**config.mk**
```make
export PLATFORM = sky130hd
export DESIGN_NAME = button_debounce_press_classifier
export DESIGN_NICKNAME = d
export VERILOG_FILES = /design/src/bdpc_pkg.sv /design/src/button_debounce_press_classifier.sv
export SDC_FILE = /design/constraint.sdc
export NUM_CORES = 1
export LEC_CHECK = 0
export BUFFER_PORTS_ARGS = -buffer_cell sky130_fd_sc_hd__buf_2
export CAP_MARGIN = 10
export CORE_MARGIN = 1.5
export CORE_UTILIZATION = 45
export DETAILED_ROUTE_END_ITERATION = 7
export HOLD_SLACK_MARGIN = 0.1
export PLACE_DENSITY = 0.67
export SYNTH_ARGS = -nofsm -noshare
export SYNTH_HDL_FRONTEND = slang
export SYNTH_SLANG_ARGS = --single-unit
```
**constraint.sdc**
```tcl
create_clock -name clk_i -period 3.4 [get_ports clk_i]
set_clock_uncertainty 0.2 [all_clocks]
set_input_delay 1.02 -clock clk_i [delete_from_list [all_inputs] [get_ports clk_i]]
set_output_delay 1.02 -clock clk_i [all_outputs]
set_load 0.05 [all_outputs]
```
**src/bdpc_pkg.sv**
```systemverilog
// Package for the debounced joystick press classifier: phase codes, reset values, flag decode.
package bdpc_pkg;

  localparam int unsigned CountW   = 16;
  localparam int unsigned NumBtn   = 5;
  localparam int unsigned IdxW     = 3;
  localparam int unsigned CodeW    = 3;
  localparam int unsigned CfgIdxW  = 2;
  localparam int unsigned PhaseW   = 3;

  localparam logic [CountW-1:0] DebounceReset  = 16'd50;
  localparam logic [CountW-1:0] LongPressReset = 16'd1000;

  localparam logic [CfgIdxW-1:0] CfgDebounce  = 2'd0;
  localparam logic [CfgIdxW-1:0] CfgLongPress = 2'd1;

  localparam logic [PhaseW-1:0] PhIdle        = 3'd0;
  localparam logic [PhaseW-1:0] PhSettlePress = 3'd1;
  localparam logic [PhaseW-1:0] PhHold        = 3'd2;
  localparam logic [PhaseW-1:0] PhSettleShort = 3'd3;
  localparam logic [PhaseW-1:0] PhSettleLong  = 3'd4;
  localparam logic [PhaseW-1:0] PhWaitRelease = 3'd5;

  localparam logic [IdxW-1:0]  MaxIdx = 3'd4;

  localparam logic [CodeW-1:0] CodeUp     = 3'd1;
  localparam logic [CodeW-1:0] CodeRight  = 3'd2;
  localparam logic [CodeW-1:0] CodeDown   = 3'd3;
  localparam logic [CodeW-1:0] CodeLeft   = 3'd4;
  localparam logic [CodeW-1:0] CodeCentre = 3'd5;
  localparam logic [CodeW-1:0] CodeNone   = 3'd0;

  // Button code for a single latched flag, CodeNone otherwise.
  function automatic logic [CodeW-1:0] flag_code(input logic [NumBtn-1:0] flags);
    logic [CodeW-1:0] code;
    case (flags)
      5'b00001: code = CodeUp;
      5'b00010: code = CodeRight;
      5'b00100: code = CodeDown;
      5'b01000: code = CodeLeft;
      5'b10000: code = CodeCentre;
      default:  code = CodeNone;
    endcase
    return code;
  endfunction

endpackage

```
**src/button_debounce_press_classifier.sv**
```systemverilog
// Debounced short/long press classifier for a five-button joystick.
// Each input transaction is a 1 ms tick (cmd 0) or an edge on one button (cmd 1). The block
// takes one transaction per clock; phase, counters and flags update at the accepting edge,
// and a finished press (code 1..5 plus long/short mark) is registered towards the result
// port. Results wait in an output register backed by one skid entry, so input is
// held off only while both are full. Debounce and long-press times are in ticks, set
// through the write port (index 0 debounce, index 1 long press); a value of 0 acts as 1.
module button_debounce_press_classifier (
  input  logic                            clk_i,
  input  logic                            rst_ni,
  input  logic                            cfg_we_i,
  input  logic [bdpc_pkg::CfgIdxW-1:0]    cfg_index_i,
  input  logic [bdpc_pkg::CountW-1:0]     cfg_wdata_i,
  input  logic                            in_valid_i,
  output logic                            in_ready_o,
  input  logic                            cmd_i,
  input  logic [bdpc_pkg::IdxW-1:0]       button_index_i,
  output logic                            out_valid_o,
  input  logic                            out_ready_i,
  output logic [bdpc_pkg::CodeW-1:0]      button_code_o,
  output logic                            long_press_o
);

  logic [bdpc_pkg::CountW-1:0] debounce_ticks_q, long_press_ticks_q;
  logic [bdpc_pkg::PhaseW-1:0] phase_q, phase_d;
  logic [bdpc_pkg::CountW-1:0] debounce_count_q, debounce_count_d;
  logic [bdpc_pkg::CountW-1:0] hold_count_q, hold_count_d;
  logic [bdpc_pkg::NumBtn-1:0] edge_flags_q, edge_flags_d;

  logic                        out_valid_q, skid_valid_q;
  logic [bdpc_pkg::CodeW-1:0]  out_code_q, skid_code_q;
  logic                        out_long_q, skid_long_q;

  logic                        in_fire, out_fire, out_free;
  logic                        emit, res_valid, emit_long;
  logic [bdpc_pkg::CodeW-1:0]  emit_code;
  logic [bdpc_pkg::NumBtn-1:0] btn_bit;
  logic                        dbc_expire, hold_expire;

  assign in_ready_o    = !skid_valid_q;
  assign in_fire       = in_valid_i && in_ready_o;
  assign out_fire      = out_valid_q && out_ready_i;
  assign out_free      = out_fire || !out_valid_q;
  assign out_valid_o   = out_valid_q;
  assign button_code_o = out_code_q;
  assign long_press_o  = out_long_q;

  assign btn_bit     = bdpc_pkg::NumBtn'(1) << button_index_i;
  assign dbc_expire  = debounce_count_q <= bdpc_pkg::CountW'(1);
  assign hold_expire = hold_count_q <= bdpc_pkg::CountW'(1);
  assign emit_code   = bdpc_pkg::flag_code(edge_flags_q);
  assign res_valid   = in_fire && emit;

  always_ff @(posedge clk_i or negedge rst_ni) begin
    if (!rst_ni) begin
      debounce_ticks_q   <= bdpc_pkg::DebounceReset;
      long_press_ticks_q <= bdpc_pkg::LongPressReset;
    end else if (cfg_we_i) begin
      case (cfg_index_i)
        bdpc_pkg::CfgDebounce:  debounce_ticks_q   <= cfg_wdata_i;
        bdpc_pkg::CfgLongPress: long_press_ticks_q <= cfg_wdata_i;
        default: ;
      endcase
    end
  end

  always_comb begin
    phase_d          = phase_q;
    debounce_count_d = debounce_count_q;
    hold_count_d     = hold_count_q;
    edge_flags_d     = edge_flags_q;
    emit             = 1'b0;
    emit_long        = 1'b0;
    if (phase_q > bdpc_pkg::PhWaitRelease) begin
      phase_d = bdpc_pkg::PhIdle;
    end
    if (cmd_i) begin
      if (button_index_i <= bdpc_pkg::MaxIdx) begin
        case (phase_q)
          bdpc_pkg::PhSettlePress, bdpc_pkg::PhSettleShort, bdpc_pkg::PhSettleLong: begin
            edge_flags_d     = edge_flags_q | btn_bit;
            debounce_count_d = debounce_ticks_q;
          end
          bdpc_pkg::PhHold: begin
            edge_flags_d     = edge_flags_q | btn_bit;
            debounce_count_d = debounce_ticks_q;
            phase_d          = bdpc_pkg::PhSettleShort;
          end
          bdpc_pkg::PhWaitRelease: begin
            phase_d          = bdpc_pkg::PhIdle;
            edge_flags_d     = '0;
            debounce_count_d = '0;
            hold_count_d     = '0;
          end
          default: begin
            edge_flags_d     = btn_bit;
            debounce_count_d = debounce_ticks_q;
            phase_d          = bdpc_pkg::PhSettlePress;
          end
        endcase
      end else begin
        phase_d = phase_q;
      end
    end else begin
      case (phase_q)
        bdpc_pkg::PhSettlePress: begin
          if (dbc_expire) begin
            debounce_count_d = '0;
            hold_count_d     = long_press_ticks_q;
            phase_d          = bdpc_pkg::PhHold;
          end else begin
            debounce_count_d = debounce_count_q - bdpc_pkg::CountW'(1);
          end
        end
        bdpc_pkg::PhHold: begin
          if (hold_expire) begin
            hold_count_d     = '0;
            debounce_count_d = debounce_ticks_q;
            phase_d          = bdpc_pkg::PhSettleLong;
          end else begin
            hold_count_d = hold_count_q - bdpc_pkg::CountW'(1);
          end
        end
        bdpc_pkg::PhSettleShort, bdpc_pkg::PhSettleLong: begin
          if (dbc_expire) begin
            debounce_count_d = '0;
            emit             = emit_code != bdpc_pkg::CodeNone;
            emit_long        = phase_q == bdpc_pkg::PhSettleLong;
            edge_flags_d     = '0;
            if (phase_q == bdpc_pkg::PhSettleLong) begin
              phase_d = bdpc_pkg::PhWaitRelease;
            end else begin
              phase_d      = bdpc_pkg::PhIdle;
              hold_count_d = '0;
            end
          end else begin
            debounce_count_d = debounce_count_q - bdpc_pkg::CountW'(1);
          end
        end
        default: ;
      endcase
    end
  end

  always_ff @(posedge clk_i or negedge rst_ni) begin
    if (!rst_ni) begin
      phase_q          <= bdpc_pkg::PhIdle;
      debounce_count_q <= '0;
      hold_count_q     <= '0;
      edge_flags_q     <= '0;
    end else if (in_fire) begin
      phase_q          <= phase_d;
      debounce_count_q <= debounce_count_d;
      hold_count_q     <= hold_count_d;
      edge_flags_q     <= edge_flags_d;
    end
  end

  // output register plus one skid entry; skid always holds the newer result
  always_ff @(posedge clk_i or negedge rst_ni) begin
    if (!rst_ni) begin
      out_valid_q  <= 1'b0;
      skid_valid_q <= 1'b0;
    end else if (out_free) begin
      if (skid_valid_q) begin
        out_valid_q  <= 1'b1;
        skid_valid_q <= res_valid;
      end else begin
        out_valid_q  <= res_valid;
        skid_valid_q <= 1'b0;
      end
    end else if (res_valid) begin
      skid_valid_q <= 1'b1;
    end
  end

  always_ff @(posedge clk_i) begin
    if (out_free) begin
      if (skid_valid_q) begin
        out_code_q <= skid_code_q;
        out_long_q <= skid_long_q;
        if (res_valid) begin
          skid_code_q <= emit_code;
          skid_long_q <= emit_long;
        end
      end else if (res_valid) begin
        out_code_q <= emit_code;
        out_long_q <= emit_long;
      end
    end else if (res_valid) begin
      skid_code_q <= emit_code;
      skid_long_q <= emit_long;
    end
  end

  a_skid_behind_out: assert property (@(posedge clk_i) disable iff (!rst_ni)
    skid_valid_q |-> out_valid_q)
    else $error("skid entry held while output register empty");

  a_code_range: assert property (@(posedge clk_i) disable iff (!rst_ni)
    out_valid_q |-> (out_code_q != bdpc_pkg::CodeNone) && (out_code_q <= bdpc_pkg::CodeCentre))
    else $error("result carries an invalid button code");

  a_idle_flags_clear: assert property (@(posedge clk_i) disable iff (!rst_ni)
    (phase_q == bdpc_pkg::PhIdle || phase_q == bdpc_pkg::PhWaitRelease)
      |-> edge_flags_q == '0)
    else $error("button flags latched while idle or waiting for release");

  a_result_from_settle: assert property (@(posedge clk_i) disable iff (!rst_ni)
    $rose(out_valid_q) |-> ($past(phase_q) == bdpc_pkg::PhSettleShort ||
                            $past(phase_q) == bdpc_pkg::PhSettleLong))
    else $error("result produced outside a release/long settle phase");

  a_no_accept_when_full: assert property (@(posedge clk_i) disable iff (!rst_ni)
    (skid_valid_q && !out_ready_i) |=> skid_valid_q)
    else $error("skid entry lost while output stalled");

endmodule
```
==> qor.csv <==
stage,metric,value,unit
clock_network,Max Root-Sink Buffers,2,
clock_network,clock sinks,82,
worst_setup_path,CP bufs+invs,1,
worst_setup_path,critical path capture point type,flop,
worst_hold_path,Hold Crit Class,reg -> reg,
layout,register area,2103,um^2
sta,Finish-stage setup viols,0,
placement,pre-CTS setup slack,0.3143,ns
sta,Final Slew Violations,0,
layout,fin util,51.77,%
layout,diode count,0,
worst_setup_path,crit-path cells,inv_1 > ha_1 > nor2_1 > or4_4 > nor2_1 > a41oi_1 > nor2b_1,
yosys,synthesized area,4586,um^2
clock_network,root buf cell,clkbuf_8,
clock_network,CTS tree,done,
worst_setup_path,critical path's slowest cell,or4_4,
detailed_routing,Iter 0 DRT Violations,289,
detailed_routing,via count,3642,
yosys,"EDFF count, synth",8,
layout,Multi-input gate area,2286,um^2
clock_network,Post-CTS Setup Inserts,0,
outcome,status,completed,
die,die area,10800,um^2
worst_setup_path,Worst Setup SP,debounce_count_q[0]$_DFFE_PN0P_,
die,Top Ports,33,
die,initial core utilization,46.70,%
sta,fmax,352.5,MHz
yosys,syn nets,458,
worst_setup_path,CP required,3.23,ns
global_route,first-pass GRT wire length,17.86,mm
worst_setup_path,critical path arrival,2.67,ns
yosys,register bit total from synthesis,82,
yosys,Synth cell types,66,
worst_setup_path,family with the most delay on the worst path,simple AND/OR/NAND/NOR gates,
sta,Worst slew margin,26.03,%
clock_network,CTS Buf Count,9,
pwr,Overall Power,3.517,mW
detailed_routing,Routed WL,10.79,mm
sta,RSZ-0062 raised after global routing,no,
die,DIE HEIGHT,103.9,um
placement,GP Congestion,0.8471,
worst_setup_path,"slowest stage delay, CP",0.55,ns
die,Die X,103.9,um
pwr,pwr/cell area,691.8,nW/um^2
global_route,vias in the first global route,3565,
clock_network,CTS Hold Buffers Added,0,
clock_network,H-tree level count,3,
pwr,peak supply drop,0.3415,mV
detailed_routing,Residual DRC,0,
worst_setup_path,kind of critical path,reg -> reg,
global_route,GRT Total Usage,20.65,%
worst_setup_path,crit path max fanout,6,
detailed_routing,WL per Instance,18.19,um
flow_run,max_cap viols,0,
placement,HPWL Detailed,7.721,mm
detailed_routing,routed vias/inst,6.142,
worst_setup_path,Crit path top cell by count,nor2_1,
placement,placed cell count,577,
die,row count,36,
yosys,ys flop type,dfrtp_1,
sta,TNS Setup,0,ns
sta,"Hold Vio Cnt, Final",0,
worst_setup_path,reg-to-reg critical path startpoint,debounce_count_q[0]$_DFFE_PN0P_,
global_route,initial antenna violation count,0,
detailed_routing,DR pass1 iterations,5,
layout,fin nets,486,
die,core area,9819,um^2
detailed_routing,post-route ant nets,0,
sta,final worst slack,0.5633,ns
sta,final critical-path share of the clock period,83.43,%
layout,Layout area overhead,10.86,%
global_route,largest net degree at the start of global routing,75,
clock_network,"CTS clk-pin slew, worst paths",0.09,ns
sta,Final Critical Period,2.837,ns
pwr,Leak,2.074,nW
sta,slew at the pin closest to its max-slew limit,1.103,ns
layout,share of cells above drive strength 1,27.17,%
yosys,Synth Instances,427,
global_route,grt ovf,0,
yosys,sequential fraction of the synthesis area,45.87,%
layout,Post-Layout Cell Count,593,
placement,buffers added on ports,32,
worst_setup_path,CP Launch Type,flop,
yosys,Async SR Flop Fraction,90.24,%
clock_network,PostCTS Resize Cnt,0,
worst_hold_path,min-delay src,debounce_count_q[7]$_DFFE_PN0P_,
layout,fillers,881,
yosys,Synth warnings,0,
yosys,Synth Area per Inst,10.74,um^2
clock_network,Skew-Pair Late Insertion Delay,0.37,ns
cell type report:
cell class	count	share of cell area [%]
sequential	82	41.37
inverter	20	1.477
multi-input combinational	302	44.97
clock buffer	9	2.437
timing repair buffer	40	4.381
clock inverter	7	2.092
tap	133	3.273
routing by layer:
layer | track usage, % | share of wire [%] | vias up
met5 | 0 | 0 | -
met4 | 9.623 | 3.0 | 0
met3 | 2.820 | 3.4 | 25
met2 | 32.64 | 47 | 110
met1 | 28.12 | 46 | 1798
li1 | - | - | 1709
Yosys cell counts (6+ instances only):
cell type | count | area, um^2
nor4_1 | 7 | 43.79
nand3_1 | 13 | 65.06
clkbuf_1 | 13 | 48.80
dfrtp_1 | 65 | 1627
a22oi_1 | 12 | 90.09
nand2_1 | 22 | 82.58
o211ai_2 | 9 | 112.6
a32oi_1 | 13 | 113.9
o22ai_1 | 7 | 43.79
buf_2 | 7 | 35.03
inv_1 | 20 | 75.07
mux2_2 | 35 | 394.1
o2bb2ai_1 | 9 | 78.83
nor2_1 | 20 | 75.07
dfstp_2 | 9 | 236.5
edfxtp_1 | 8 | 240.2
nor3_1 | 17 | 85.08
and2_1 | 6 | 37.54
a21oi_1 | 14 | 70.07
o31ai_1 | 8 | 60.06
o211ai_1 | 6 | 45.04
o21ai_0 | 14 | 70.07
where the power goes:
part	switching, mW	total (mW)	internal [mW]
clock	0.399	0.829	0.430
combinational	0.679	1.20	0.524
sequential	0.265	1.49	1.22
kinds of logic after synthesis:
family / Yosys count / share of synthesized area [%]
AOI/OAI and AO/OA: 131 / 22.70
xor gates and xnor gates: 7 / 1.337
adders and majority gates: 4 / 1.091
buffers and inverters: 43 / 4.393
DFF: 82 / 45.87
muxes: 36 / 8.813
and+or+nand+nor: 124 / 15.80
cell usage in the layout, fill, tap and decap left out, drive strengths merged, types with 3 or more instances in the layout:
| master | instances |
|---|---|
| nand2 | 22 |
| o21ai | 17 |
| o31ai | 8 |
| or3 | 3 |
| nand3 | 13 |
| a32oi | 13 |
| inv | 25 |
| dfstp | 9 |
| dfrtp | 65 |
| o211ai | 15 |
| clkbuf | 9 |
| a22o | 5 |
| or4 | 5 |
| nor4 | 11 |
| o221ai | 5 |
| mux2 | 35 |
| a32o | 4 |
| a21boi | 3 |
| o2bb2ai | 9 |
| ha | 4 |
| nor3b | 4 |
| a211oi | 3 |
| a221o | 4 |
| nand4 | 3 |
| xnor2 | 5 |
| nor2 | 21 |
| nor3 | 19 |
| nor2b | 5 |
| o211a | 3 |
| o22ai | 7 |
| a22oi | 12 |
| buf | 40 |
| and2 | 7 |
| nand2b | 4 |
| a21oi | 14 |
| edfxtp | 8 |
sequential cells by signal, summed over array words and instances, names as in the netlist, 3 cells and up:
name,cells
edge_flags_q,5
phase_q,3
skid_code_q,3
long_press_ticks_q,16
hold_count_q,16
button_code_o,3
debounce_ticks_q,16
debounce_count_q,16
final timing paths:
path                                                         to  slack [ns]  cells past startpoint
worst max-delay path                     long_press_o$_DFFE_PP_        0.56                      7
worst min-delay path            debounce_count_q[7]$_DFFE_PN0P_        0.31                      1
worst max register to register           long_press_o$_DFFE_PP_        0.56                      7
worst min register to register  debounce_count_q[7]$_DFFE_PN0P_        0.31                      1
max in group asynchronous                phase_q[2]$_DFFE_PN0P_        1.82                      1
min in group asynchronous       debounce_ticks_q[0]$_DFFE_PN0P_        0.58                      1
stage by stage:
stage          hold WS, ns  area [um^2]
5_1_grt             0.3194         5084
3_3_place_gp        0.2856         4853
2_1_floorplan       0.2565         4586
3_5_place_dp        0.2887         4853
6_report            0.3101         5084
4_1_cts             0.3129         5084
No activity file was read; power rests on OpenSTA's default activity.
